**config.mk**
```make
export PLATFORM = sky130hd
export DESIGN_NAME = ir_packet_to_pulse_space
export DESIGN_NICKNAME = d
export VERILOG_FILES = /design/src/rtl/irpp_pkg.sv /design/src/rtl/irpp_front.sv /design/src/rtl/irpp_queue.sv /design/src/rtl/irpp_back.sv /design/src/rtl/ir_packet_to_pulse_space.sv
export SDC_FILE = /design/constraint.sdc
export NUM_CORES = 1
export LEC_CHECK = 0
export ABC_CLOCK_PERIOD_IN_PS = 6700
export BUFFER_PORTS_ARGS = -buffer_cell sky130_fd_sc_hd__buf_2
export CAP_MARGIN = 20
export CORE_ASPECT_RATIO = 1.75
export CORE_UTILIZATION = 45
export CTS_CLUSTER_SIZE = 24
export DETAILED_ROUTE_END_ITERATION = 6
export HOLD_SLACK_MARGIN = 0.1
export RECOVER_POWER = 50
export SLEW_MARGIN = 25
export SYNTH_ARGS = -nofsm -noshare
export SYNTH_HDL_FRONTEND = slang
export SYNTH_HIERARCHICAL = 1
export SYNTH_SLANG_ARGS = --single-unit
export TNS_END_PERCENT = 30
```
**constraint.sdc**
```tcl
create_clock -name clk -period 6.7 [get_ports clk]
set_input_delay 1.34 -clock clk [delete_from_list [all_inputs] [get_ports clk]]
set_output_delay 1.34 -clock clk [all_outputs]
set_load 0.1 [all_outputs]
```
**src/rtl/irpp_pkg.sv**
```systemverilog
// shared types, constants and register codes for the ir byte stream decoder
package irpp_pkg;

  // duration word width and saturation value
  localparam int unsigned DUR_BITS = 24;
  localparam logic [DUR_BITS-1:0] DUR_MAX = {DUR_BITS{1'b1}};

  // configuration port geometry
  localparam int unsigned CFG_INDEX_BITS = 3;
  localparam int unsigned CFG_DATA_BITS  = 24;

  // queue between front and back
  localparam int unsigned QUEUE_DEPTH    = 4;
  localparam int unsigned QUEUE_PTR_BITS = 2;
  localparam int unsigned QUEUE_CNT_BITS = 3;

  // result queue inside the back part
  localparam int unsigned OUTQ_DEPTH    = 2;
  localparam int unsigned OUTQ_PTR_BITS = 1;
  localparam int unsigned OUTQ_CNT_BITS = 2;

  // register reset values
  localparam logic [7:0]          RST_TICK_UNIT         = 8'd50;
  localparam logic [1:0]          RST_HEADER_LENGTH     = 2'd2;
  localparam logic [6:0]          RST_MAX_PACKET_LENGTH = 7'd4;
  localparam logic [DUR_BITS-1:0] RST_GAP_LOW           = 24'd40000;
  localparam logic [DUR_BITS-1:0] RST_GAP_HIGH          = 24'd60000;
  localparam logic [DUR_BITS-1:0] RST_GAP_REPLACE       = 24'd68500;

  // length byte offset
  localparam logic [7:0] LEN_OFFSET = 8'h80;

  // register indexes
  typedef enum logic [CFG_INDEX_BITS-1:0] {
    REG_TICK_UNIT         = 3'd0,
    REG_HEADER_LENGTH     = 3'd1,
    REG_MAX_PACKET_LENGTH = 3'd2,
    REG_GAP_LOW           = 3'd3,
    REG_GAP_HIGH          = 3'd4,
    REG_GAP_REPLACE       = 3'd5
  } cfg_reg_e;

  // configuration register set
  typedef struct packed {
    logic [7:0]          tick_unit;
    logic [1:0]          header_length;
    logic [6:0]          max_packet_length;
    logic [DUR_BITS-1:0] gap_low;
    logic [DUR_BITS-1:0] gap_high;
    logic [DUR_BITS-1:0] gap_replace;
  } cfg_t;

  // input beat
  typedef struct packed {
    logic [7:0] rx_byte;
    logic       transfer_start;
  } item_t;

  // result beat
  typedef struct packed {
    logic [DUR_BITS-1:0] duration;
    logic                is_pulse;
  } result_t;

  // classified data byte passed from front to back
  typedef struct packed {
    logic       is_pulse;
    logic [6:0] units;
  } beat_t;

  // queue status toward its neighbors
  typedef struct packed {
    logic full;
    logic empty;
  } queue_status_t;

endpackage

```
**src/rtl/irpp_front.sv**
```systemverilog
// front part: header skip, packet framing and data byte classification
module irpp_front (
  input  logic                  clk,
  input  logic                  rst,
  input  logic                  accept,
  input  irpp_pkg::item_t       item,
  input  irpp_pkg::cfg_t        cfg,
  output logic                  beat_valid,
  output irpp_pkg::beat_t       beat
);

  logic [1:0] header_remaining;
  logic [1:0] header_remaining_next;
  logic       discard_rest;
  logic       discard_rest_next;
  logic [7:0] packet_remaining;
  logic [7:0] packet_remaining_next;

  logic [1:0] hdr;
  logic       disc;
  logic [7:0] len;

  // framing decision for the beat on the input
  always_comb begin
    hdr = item.transfer_start ? cfg.header_length : header_remaining;
    disc = item.transfer_start ? 1'b0 : discard_rest;
    len = item.rx_byte ^ irpp_pkg::LEN_OFFSET;
    header_remaining_next = hdr;
    discard_rest_next = disc;
    packet_remaining_next = packet_remaining;
    beat_valid = 1'b0;
    beat.is_pulse = item.rx_byte[7];
    beat.units = item.rx_byte[6:0];
    if (hdr != 2'd0) begin
      header_remaining_next = 2'(hdr - 2'd1);
    end else if (disc) begin
      discard_rest_next = 1'b1;
    end else if (packet_remaining == 8'd0) begin
      if (len > {1'b0, cfg.max_packet_length}) begin
        discard_rest_next = 1'b1;
        packet_remaining_next = 8'd0;
      end else begin
        packet_remaining_next = len;
      end
    end else begin
      packet_remaining_next = 8'(packet_remaining - 8'd1);
      beat_valid = accept;
    end
  end

  // framing state
  always_ff @(posedge clk) begin
    if (rst) begin
      header_remaining <= 2'd0;
      discard_rest <= 1'b0;
      packet_remaining <= 8'd0;
    end else if (accept) begin
      header_remaining <= header_remaining_next;
      discard_rest <= discard_rest_next;
      packet_remaining <= packet_remaining_next;
    end
  end

endmodule

```
**src/rtl/irpp_queue.sv**
```systemverilog
// short queue of classified data bytes between front and back
module irpp_queue (
  input  logic                     clk,
  input  logic                     rst,
  input  logic                     push,
  input  irpp_pkg::beat_t          push_beat,
  input  logic                     pop,
  output irpp_pkg::beat_t          head,
  output irpp_pkg::queue_status_t  status
);

  irpp_pkg::beat_t mem [irpp_pkg::QUEUE_DEPTH];
  logic [irpp_pkg::QUEUE_PTR_BITS-1:0] wr_ptr;
  logic [irpp_pkg::QUEUE_PTR_BITS-1:0] rd_ptr;
  logic [irpp_pkg::QUEUE_CNT_BITS-1:0] count;
  logic do_push;
  logic do_pop;

  // status and guarded strobes
  always_comb begin
    status.full = (count == irpp_pkg::QUEUE_CNT_BITS'(irpp_pkg::QUEUE_DEPTH));
    status.empty = (count == '0);
    do_push = push && !status.full;
    do_pop = pop && !status.empty;
    head = mem[rd_ptr];
  end

  // storage
  always_ff @(posedge clk) begin
    if (do_push) begin
      mem[wr_ptr] <= push_beat;
    end
  end

  // pointers and fill count
  always_ff @(posedge clk) begin
    if (rst) begin
      wr_ptr <= '0;
      rd_ptr <= '0;
      count <= '0;
    end else begin
      if (do_push) begin
        wr_ptr <= irpp_pkg::QUEUE_PTR_BITS'(wr_ptr + 1'b1);
      end
      if (do_pop) begin
        rd_ptr <= irpp_pkg::QUEUE_PTR_BITS'(rd_ptr + 1'b1);
      end
      case ({do_push, do_pop})
        2'b10:   count <= irpp_pkg::QUEUE_CNT_BITS'(count + 1'b1);
        2'b01:   count <= irpp_pkg::QUEUE_CNT_BITS'(count - 1'b1);
        default: count <= count;
      endcase
    end
  end

endmodule

```
**src/rtl/irpp_back.sv**
```systemverilog
// back part: duration scaling, run merging, gap replacement and result queue
module irpp_back (
  input  logic                     clk,
  input  logic                     rst,
  input  irpp_pkg::cfg_t           cfg,
  input  irpp_pkg::beat_t          head,
  input  irpp_pkg::queue_status_t  qstatus,
  output logic                     take,
  output logic                     empty,
  input  logic                     pop,
  output irpp_pkg::result_t        result
);

  localparam int unsigned DB = irpp_pkg::DUR_BITS;

  // scale stage
  logic        a_valid;
  logic        a_pulse;
  logic [14:0] a_dur;

  // merge state
  logic          pulse_open;
  logic [DB-1:0] space_total;
  logic [DB-1:0] pulse_total;

  // result queue
  irpp_pkg::result_t outq [irpp_pkg::OUTQ_DEPTH];
  logic [irpp_pkg::OUTQ_PTR_BITS-1:0] wr_ptr;
  logic [irpp_pkg::OUTQ_PTR_BITS-1:0] rd_ptr;
  logic [irpp_pkg::OUTQ_CNT_BITS-1:0] count;
  logic outq_full;
  logic do_pop;

  logic              b_go;
  logic              emit;
  irpp_pkg::result_t emit_word;
  logic [DB:0]       sum;
  logic [DB-1:0]     sat_sum;
  logic [DB-1:0]     space_word;

  // handshake between stages
  always_comb begin
    outq_full = (count == irpp_pkg::OUTQ_CNT_BITS'(irpp_pkg::OUTQ_DEPTH));
    empty = (count == '0);
    do_pop = pop && !empty;
    b_go = a_valid && !outq_full;
    take = !qstatus.empty && (!a_valid || b_go);
    result = outq[rd_ptr];
  end

  // scale stage register
  always_ff @(posedge clk) begin
    if (rst) begin
      a_valid <= 1'b0;
    end else if (!a_valid || b_go) begin
      a_valid <= take;
    end
  end

  always_ff @(posedge clk) begin
    if (take) begin
      a_pulse <= head.is_pulse;
      a_dur <= head.units * cfg.tick_unit;
    end
  end

  // saturating accumulate and emitted word
  always_comb begin
    if (a_pulse == pulse_open) begin
      sum = {1'b0, (a_pulse ? pulse_total : space_total)} + (DB+1)'(a_dur);
    end else begin
      sum = (DB+1)'(a_dur);
    end
    sat_sum = sum[DB] ? irpp_pkg::DUR_MAX : sum[DB-1:0];
    if (space_total > cfg.gap_low && space_total < cfg.gap_high) begin
      space_word = cfg.gap_replace;
    end else begin
      space_word = space_total;
    end
    emit = b_go && (a_pulse != pulse_open);
    emit_word.duration = a_pulse ? space_word : pulse_total;
    emit_word.is_pulse = !a_pulse;
  end

  // run merge state
  always_ff @(posedge clk) begin
    if (rst) begin
      pulse_open <= 1'b0;
      space_total <= irpp_pkg::DUR_MAX;
      pulse_total <= '0;
    end else if (b_go) begin
      pulse_open <= a_pulse;
      if (a_pulse) begin
        pulse_total <= sat_sum;
        space_total <= '0;
      end else begin
        space_total <= sat_sum;
        pulse_total <= '0;
      end
    end
  end

  // result queue storage
  always_ff @(posedge clk) begin
    if (emit) begin
      outq[wr_ptr] <= emit_word;
    end
  end

  // result queue pointers and fill count
  always_ff @(posedge clk) begin
    if (rst) begin
      wr_ptr <= '0;
      rd_ptr <= '0;
      count <= '0;
    end else begin
      if (emit) begin
        wr_ptr <= irpp_pkg::OUTQ_PTR_BITS'(wr_ptr + 1'b1);
      end
      if (do_pop) begin
        rd_ptr <= irpp_pkg::OUTQ_PTR_BITS'(rd_ptr + 1'b1);
      end
      case ({emit, do_pop})
        2'b10:   count <= irpp_pkg::OUTQ_CNT_BITS'(count + 1'b1);
        2'b01:   count <= irpp_pkg::OUTQ_CNT_BITS'(count - 1'b1);
        default: count <= count;
      endcase
    end
  end

endmodule

```
**src/rtl/ir_packet_to_pulse_space.sv**
```systemverilog
// top level of the ir receiver byte stream to pulse/space decoder
//
// Input channel: one raw byte of a receiver bulk transfer per beat, with
// transfer_start set on the first byte of each transfer. A beat is taken on
// a clock edge with push high and full low.
// Result channel: merged pulse or space durations in microseconds. The
// oldest result shows while empty is low and leaves on an edge with pop high.
// Configuration: cfg_write, cfg_index and cfg_data write one register per
// edge; write only while no beat is still in flight.
// Throughput: one byte per cycle while full is low. The front frames bytes
// in the cycle they arrive; the back scales one byte per cycle (one 7x8
// multiply) and merges one per cycle while its result queue has room.
// Each byte's result passes the scale register and the result queue.
// Reset (rst, synchronous): clears all queues, framing state and restores the
// register defaults; the open run is a maximum-length space.
// When the receiver stalls, the 2-entry result queue and the 4-entry byte
// queue fill, then full rises and input stops; nothing is lost.
module ir_packet_to_pulse_space (
  input  logic                                  clk,
  input  logic                                  rst,
  input  logic                                  push,
  output logic                                  full,
  input  irpp_pkg::item_t                       item,
  output logic                                  empty,
  input  logic                                  pop,
  output irpp_pkg::result_t                     result,
  input  logic                                  cfg_write,
  input  logic [irpp_pkg::CFG_INDEX_BITS-1:0]   cfg_index,
  input  logic [irpp_pkg::CFG_DATA_BITS-1:0]    cfg_data
);

  irpp_pkg::cfg_t          cfg;
  irpp_pkg::beat_t         front_beat;
  irpp_pkg::beat_t         head;
  irpp_pkg::queue_status_t qstatus;
  logic                    front_valid;
  logic                    take;
  logic                    accept;

  assign full = qstatus.full;
  assign accept = push && !qstatus.full;

  // configuration registers
  always_ff @(posedge clk) begin
    if (rst) begin
      cfg.tick_unit <= irpp_pkg::RST_TICK_UNIT;
      cfg.header_length <= irpp_pkg::RST_HEADER_LENGTH;
      cfg.max_packet_length <= irpp_pkg::RST_MAX_PACKET_LENGTH;
      cfg.gap_low <= irpp_pkg::RST_GAP_LOW;
      cfg.gap_high <= irpp_pkg::RST_GAP_HIGH;
      cfg.gap_replace <= irpp_pkg::RST_GAP_REPLACE;
    end else if (cfg_write) begin
      case (irpp_pkg::cfg_reg_e'(cfg_index))
        irpp_pkg::REG_TICK_UNIT:         cfg.tick_unit <= cfg_data[7:0];
        irpp_pkg::REG_HEADER_LENGTH:     cfg.header_length <= cfg_data[1:0];
        irpp_pkg::REG_MAX_PACKET_LENGTH: cfg.max_packet_length <= cfg_data[6:0];
        irpp_pkg::REG_GAP_LOW:           cfg.gap_low <= cfg_data;
        irpp_pkg::REG_GAP_HIGH:          cfg.gap_high <= cfg_data;
        irpp_pkg::REG_GAP_REPLACE:       cfg.gap_replace <= cfg_data;
        default: begin
        end
      endcase
    end
  end

  // framing and classification
  irpp_front u_front (
    .clk        (clk),
    .rst        (rst),
    .accept     (accept),
    .item       (item),
    .cfg        (cfg),
    .beat_valid (front_valid),
    .beat       (front_beat)
  );

  // decoupling queue
  irpp_queue u_queue (
    .clk       (clk),
    .rst       (rst),
    .push      (front_valid),
    .push_beat (front_beat),
    .pop       (take),
    .head      (head),
    .status    (qstatus)
  );

  // scaling, merging and result queue
  irpp_back u_back (
    .clk     (clk),
    .rst     (rst),
    .cfg     (cfg),
    .head    (head),
    .qstatus (qstatus),
    .take    (take),
    .empty   (empty),
    .pop     (pop),
    .result  (result)
  );

endmodule

```
==> flow_metrics.tcl, run 1 <==
set metrics [dict create \
    outcome "complete, but fails checks" \
    violations "capacitance limit, slew limit" \
    io_pins 68 \
    tns_ns 0 \
    cp.required_ns 6.87 \
    clock_sinks 262 \
    synth_cell_types 83 \
    cp_max_fo 63 \
    timing.final.ws_setup_ns 1.09 \
    antenna_left 0 \
    num_vias 11381 \
    crit_chain "clkbuf_1, buf_4, xor2_1, clkbuf_1, and3_1, clkbuf_1" \
    slew-limit-headroom_pct -98.9 \
    fin_nets 1751 \
    yosysWarnings 6 \
    synth_most_common_cell "dfxtp_1" \
    hold_path_depth 2 \
    drv_cap 5 \
    crit_top_cell "clkbuf_1" \
    path_depth 6 \
    arrival_ns 5.78 \
    syn2layout_area_growth_pct 10.1 \
    max_freq_mhz 178 \
    crit_end "u_back/outq[1][4]$_DFFE_PP_" \
    dr.pass1.iters 5 \
    reg2reg_setup_slack_ns 1.09 \
    ff2ff_path_depth 6 \
    start_util_pct 45.9 \
    final_util_pct 50.5 \
    hold_viol 0 \
    final_max_slew_viol_count 275 \
    r2r_end "u_back/outq[1][4]$_DFFE_PP_" \
    synth_edf_count 98 \
    portBuffers 67 \
    clkTransAtPathRegs_ns 0.07 \
    clk-insertion-delay-late_ns 0.57 \
    rsz0062_at_grt "false" \
    antenna_cells 0 \
    crit_buf_inv 4 \
    synthArstFlopShare_pct 0 \
    synth_top_area_share_pct 21.2 \
    cpPeakStageDelay_ns 2.01 \
    fill_cells 3147 \
    synth_area_leader_cell "dfxtp_1" \
    die_h_um 247 \
    cts_setup_buffers 0 \
    synth-seq-area-share_pct 40.2 \
    power.leakage_nw 6.86 \
    avgSynthCellArea_um2 10.1 \
    period_needed_ns 5.61 \
    slowest_stage "clkbuf_1" \
    cts_inserted_buffers 27 \
    ys_seq_elements 262 \
    die_area_mm2 0.0352 \
    dpl.hpwl_mm 29.4 \
    clock-root-buffer "clkbuf_16" \
    ir_drop_v 0.000236 \
    multi_input_area_mm2 0.00851 \
    timing.rr.start "u_back/a_pulse$_DFFE_PP_" \
    post-route-period-util_pct 83.7 \
    ys_top_cells_by_count "dfxtp_1 (164), nor2_1 (143), ha_1 (110)" \
    clock_skew_ns 0.0122 \
    postCtsHoldBufs 0 \
    wl_per_cell_um 19.2 \
    ctsLongestPathBuffers 3 \
    core_area_mm2 0.0337 \
    syn_inst 1535 \
    grt_max_degree 88 \
    finalSetupViolations 0 \
    grt_util_all_layers_pct 22.8 \
    ys_top_cells_by_area "dfxtp_1 (21%), edfxtp_1 (19%), ha_1 (8.9%), mux2i_1 (7.0%), fa_1 (4.0%)" \
    cts_tree "done" \
    syn-num-nets 1717 \
    cts-resized-gates 0 \
    drt_first_iter_violations 455 \
    rows 89 \
    seqCellArea_mm2 0.00623 \
    start_kind "flop" \
    antenna_found_initial 0 \
    grt_pass1_wl_mm 61.8 \
    hold_class "flop to flop" \
    critical_path_class "flop to flop" \
    die-width_um 142 \
    pre_cts_ws_ns 1.35 \
    powerDensity_mw_per_mm2 291 \
    crit_family "buffers and inverters" \
    drive_above_1_share_pct 12.5 \
    grt-ovfl-total 0 \
    place_congestion 0.899 \
    vias_per_cell 5.57 \
    syn_area_mm2 0.0155 \
    critPathCaptureType "flop" \
    grt_pass1_vias 11646 \
    synth_ff_type "dfxtp_1" \
    tightest_slew_ns 2.98 \
    drc 0 \
    htree_levels 1 \
    drt-total-wl_mm 39.3 \
    cp-startpoint "u_back/a_pulse$_DFFE_PP_" \
]
## through the flow
| stage | hold slack [ns] | cell area, um2 | total power, mW | std cells |
|---|---|---|---|---|
| finish | 0.472 | 17000 | 4.97 | 2045 |
| global route | 0.497 | 17000 | 5.23 | 2045 |
| floorplan | 0.436 | 15500 | 3.02 | 1535 |
| CTS | 0.474 | 17100 | 5.00 | 2045 |
| detailed placement | 0.463 | 16100 | 3.38 | 1995 |
| global placement | 0.455 | 16100 | 3.35 | 1995 |
## cell type report
cell class | instances | share of cell area (%)
clock buffer | 32 | 4.20
clock inverter | 18 | 1.36
inverter | 97 | 2.14
multi-input combinational | 1096 | 49.9
sequential | 262 | 36.5
tap | 455 | 3.34
timing repair buffer | 85 | 2.54
## worst reg2reg max path, stage by stage, from the launching register on
cell,delay [ns]
edfxtp_1,0.33
clkbuf_1,2.01
buf_4,0.64
xor2_1,0.24
clkbuf_1,0.57
and3_1,0.24
clkbuf_1,1.14
## cell usage in the layout, fill, tap and decap left out, drive strengths merged, types with 9 or more instances in the layout
cell type,netlist,routed
mux2i,109,109
edfxtp,98,98
nor3,13,13
buf,40,69
mux2,41,41
nand2,53,53
ha,110,110
a22o,17,17
a21o,15,15
nand2b,93,93
fa,31,31
o21ai,74,74
xnor2,18,18
nand3,47,47
and2,54,54
a31oi,33,33
dfxtp,164,164
a21oi,71,71
inv,97,99
nor2b,11,11
nand4,13,13
clkbuf,40,48
a211oi,11,11
clkinv,0,9
nor2,145,145
xor2,15,15
a221o,21,21
## kinds of logic (layout without fill, tap and decap cells)
family,after synthesis,after routing,share of synthesized area (%)
XOR/XNOR,33,33,1.87
multiplexers,158,158,11.2
buffers and inverters,177,232,4.86
AND/OR/NAND/NOR,478,478,16.5
AO/OA/AOI/OAI,286,286,12.4
adder cells (fa/ha/maj),141,141,12.9
flip-flops,262,262,40.2
## metal layers
metal	track usage (%)	share of wire [%]
met3	2.37	2.8
met4	12.0	5.1
met2	46.3	56
met5	0	0
met1	22.1	36
## registers in the layout, indices dropped and copies added (netlist names), named ones only
| signal | cells |
|---|---|
| u_back/a_valid | 1 |
| u_back/wr_ptr | 1 |
| u_back/a_dur | 15 |
| u_back/pulse_total | 24 |
| u_back/a_pulse | 1 |
| u_front/header_remaining | 2 |
| u_queue/count | 3 |
| u_queue/mem | 32 |
| u_back/outq | 50 |
| u_back/space_total | 24 |
| u_queue/rd_ptr | 2 |
| u_back/pulse_open | 1 |
| u_back/count | 2 |
| u_queue/wr_ptr | 2 |
| u_front/packet_remaining | 8 |
| u_front/discard_rest | 1 |
| cfg | 89 |
| u_back/rd_ptr | 1 |
## power by group
part / internal (mW) / switching [mW]
registers: 1.78 / 0.102
logic: 0.565 / 0.907
clock network: 0.931 / 0.686
total: 3.27 / 1.69
## how the worst min path moves through the flow
stage                                   startpoint                                   to  slack (ns)
2_1_floorplan  u_back/pulse_total[14]$_SDFFE_PP0P_  u_back/pulse_total[14]$_SDFFE_PP0P_        0.44
3_3_place_gp   u_back/pulse_total[14]$_SDFFE_PP0P_  u_back/pulse_total[14]$_SDFFE_PP0P_        0.45
3_5_place_dp                  cfg[52]$_SDFFE_PP0P_                 cfg[52]$_SDFFE_PP0P_        0.46
4_1_cts        u_back/pulse_total[14]$_SDFFE_PP0P_  u_back/pulse_total[14]$_SDFFE_PP0P_        0.47
5_1_grt                       cfg[66]$_SDFFE_PP0P_                 cfg[66]$_SDFFE_PP0P_        0.50
6_report                      cfg[71]$_SDFFE_PP0P_                 cfg[71]$_SDFFE_PP0P_        0.47
Note: power is estimated with default switching activity, not from simulation.
==> inputs of run 2 (changes only) <==
--- a/config.mk
+++ b/config.mk
@@ -5,7 +5,7 @@
 export SDC_FILE = /design/constraint.sdc
 export NUM_CORES = 1
 export LEC_CHECK = 0
-export ABC_CLOCK_PERIOD_IN_PS = 6700
+export ABC_CLOCK_PERIOD_IN_PS = 4500
 export BUFFER_PORTS_ARGS = -buffer_cell sky130_fd_sc_hd__buf_2
 export CAP_MARGIN = 20
 export CORE_ASPECT_RATIO = 1.75
==> constraint.sdc (replaced) <==
create_clock -name clk -period 4.5 [get_ports clk]
set_input_delay 0.9 -clock clk [delete_from_list [all_inputs] [get_ports clk]]
set_output_delay 0.9 -clock clk [all_outputs]
set_load 0.1 [all_outputs]
==> flow_metrics.tcl, run 2 (synthesis results as in run 1) <==
set metrics [dict create \
    outcome "complete, but fails checks" \
    violations "capacitance limit, slew limit, setup timing" \
    ir_drop_v 0.000308 \
    ff2ff_path_depth 17 \
    start_util_pct 45.9 \
    powerDensity_mw_per_mm2 435 \
    io_pins 68 \
    syn2layout_area_growth_pct 13.7 \
    holdPathEnd "u_back/pulse_total[14]$_SDFFE_PP0P_" \
    core_area_mm2 0.0337 \
    seqPwrFrac_pct 36.2 \
    clk-insertion-delay-late_ns 0.58 \
    cts_inserted_buffers 27 \
    period_needed_ns 4.72 \
    largest_reg_flops 89 \
    power.leakage_nw 7.14 \
    fin_nets 1795 \
    rsz0062_at_grt "true" \
    arrival_ns 5.03 \
    antenna_found_initial 0 \
    multi_input_area_mm2 0.00869 \
    critPathCaptureType "flop" \
    ctsLongestPathBuffers 3 \
    seqCellArea_mm2 0.00623 \
    final_max_slew_viol_count 179 \
    vias_per_cell 5.56 \
    switching_share_pct 33.9 \
    finalSetupViolations 5 \
    hold_path_depth 2 \
    regMostFlops "cfg" \
    switching_power_mw 2.60 \
    r2r_end "u_back/a_dur[12]$_DFFE_PP_" \
    cp.required_ns 4.82 \
    slew-limit-headroom_pct -117 \
    fill_cells 3123 \
    rows 89 \
    wl_per_cell_um 19.2 \
    reg2reg_setup_slack_ns -0.22 \
    drv_cap 1 \
    final_area_mm2 0.0176 \
    clock_sinks 262 \
    critical_path_class "flop to flop" \
    placed_area_mm2 0.0165 \
    portBuffers 67 \
    start_kind "flop" \
    clock-root-buffer "clkbuf_16" \
    drive_above_1_share_pct 17.4 \
    place_congestion 0.916 \
    grt_pass1_wl_mm 61.8 \
    tightest_slew_ns 3.26 \
    largestRegisters "cfg x89, u_back/outq x50, u_queue/mem x32" \
    post-route-period-util_pct 105 \
    power_frac_comb_pct 32.2 \
    final_util_pct 52.2 \
    die-width_um 142 \
    pre_cts_ws_ns -0.313 \
    drt_first_iter_violations 528 \
    grt_max_degree 179 \
    die_area_mm2 0.0352 \
    worst_hold_startpoint "u_back/pulse_total[14]$_SDFFE_PP0P_" \
    grt_util_all_layers_pct 23.1 \
    dpl.hpwl_mm 29.8 \
    drt-total-wl_mm 40.1 \
    hold_class "flop to flop" \
    antenna_cells 0 \
    internal_power_mw 5.06 \
    htree_levels 1 \
    grt-ovfl-total 0 \
    timing.final.ws_setup_ns -0.216 \
    num_vias 11622 \
    clockPowerShare_pct 31.6 \
    clkTransAtPathRegs_ns 0.06 \
    postCtsHoldBufs 0 \
    power.total_mw 7.65 \
    hold_viol 0 \
    dr.pass1.iters 5 \
    cp_max_fo 7 \
    grt_pass1_vias 11746 \
    die_h_um 247 \
    max_freq_mhz 212 \
    drc 0 \
    clock_skew_ns 0.0164 \
    cts_tree "done" \
    antenna_left 0 \
    final_cell_mix "dfxtp_1 (162), nor2_1 (140), mux2i_1 (109)" \
    mostFrequentLayoutCell "dfxtp_1" \
]
==> run 2: cell count changes in the layout (fill, tap and decap cells not counted), moves of 3 or more <==
cell	change
a21oi_1	-4
and2_1	-4
and2_4	+6
buf_4	+49
clkbuf_1	-8
ha_1	-5
ha_4	+4
inv_1	-3
inv_2	+3
nor2b_1	-3
==> run 2: routing by layer <==
layer / up-vias / wire (um) / GRT usage (%)
met5: - / 0 / 0
met4: 0 / 1980 / 12.0
met1: 5675 / 14000 / 21.7
li1: 5617 / - / -
met3: 98 / 1230 / 2.33
met2: 232 / 22900 / 47.5
==> run 2: worst max path at each step <==
stage	slack, ns	end	from
final	-0.22	u_back/a_dur[12]$_DFFE_PP_	flop
after global routing	-0.39	u_back/a_dur[12]$_DFFE_PP_	flop
after CTS	-0.18	u_back/a_dur[13]$_DFFE_PP_	flop
after detailed placement	-0.31	u_back/a_dur[13]$_DFFE_PP_	flop
after global placement	-0.24	u_back/a_dur[13]$_DFFE_PP_	flop
after floorplan	0.03	u_back/a_dur[12]$_DFFE_PP_	flop
==> run 2: final cells by class <==
cell class / instances / share of cell area, %
Inverter: 97 / 2.07
Clock buffer: 30 / 3.90
Sequential cell: 262 / 35.4
Timing Repair Buffer: 129 / 4.54
Clock inverter: 20 / 1.51
Multi-Input combinational cell: 1096 / 49.4
Tap cell: 455 / 3.23
==> run 2: power groups by stage <==
| stage | Sequential (mW) | Clock [mW] | Combinational [mW] |
|---|---|---|---|
| 3_5_place_dp | 2.82 | 0 | 2.39 |
| 2_1_floorplan | 2.77 | 0 | 1.77 |
| 3_3_place_gp | 2.82 | 0 | 2.35 |
| 4_1_cts | 2.77 | 2.47 | 2.41 |
| 5_1_grt | 2.78 | 2.55 | 2.70 |
| 6_report | 2.77 | 2.42 | 2.46 |
==> run 2: critical path, stage by stage, from the launching register on <==
cell and delay [ns]:
dfxtp_4 0.40, mux4_2 0.53, buf_4 0.16, and2_4 0.15, fa_1 0.48, fa_1 0.50
fa_1 0.49, inv_1 0.05, fa_1 0.49, inv_2 0.05, ha_4 0.17, buf_4 0.15
nor3_4 0.18, o21ai_2 0.07, nor2b_4 0.13, a41oi_2 0.20, nor2b_2 0.19, xnor2_1 0.07
==> run 2: per-stage QoR <==
step | hold slack, ns | setup TNS, ns | std cells
final | 0.463 | -0.592 | 2089
after global routing | 0.480 | -1.74 | 2089
after CTS | 0.467 | -0.606 | 2083
after detailed placement | 0.457 | -1.23 | 2032
after global placement | 0.452 | -0.764 | 2032
after floorplan | 0.436 | 0 | 1535
==> run 2: repair_timing <==
| item | CTS | global route |
|---|---|---|
| gates cloned | 0 | 0 |
| setup buffers | 1 | 7 |
| pin swaps | 1 | 11 |
| endpoints found under the setup margin | 7 | 7 |
| gates resized for setup | 6 | 17 |
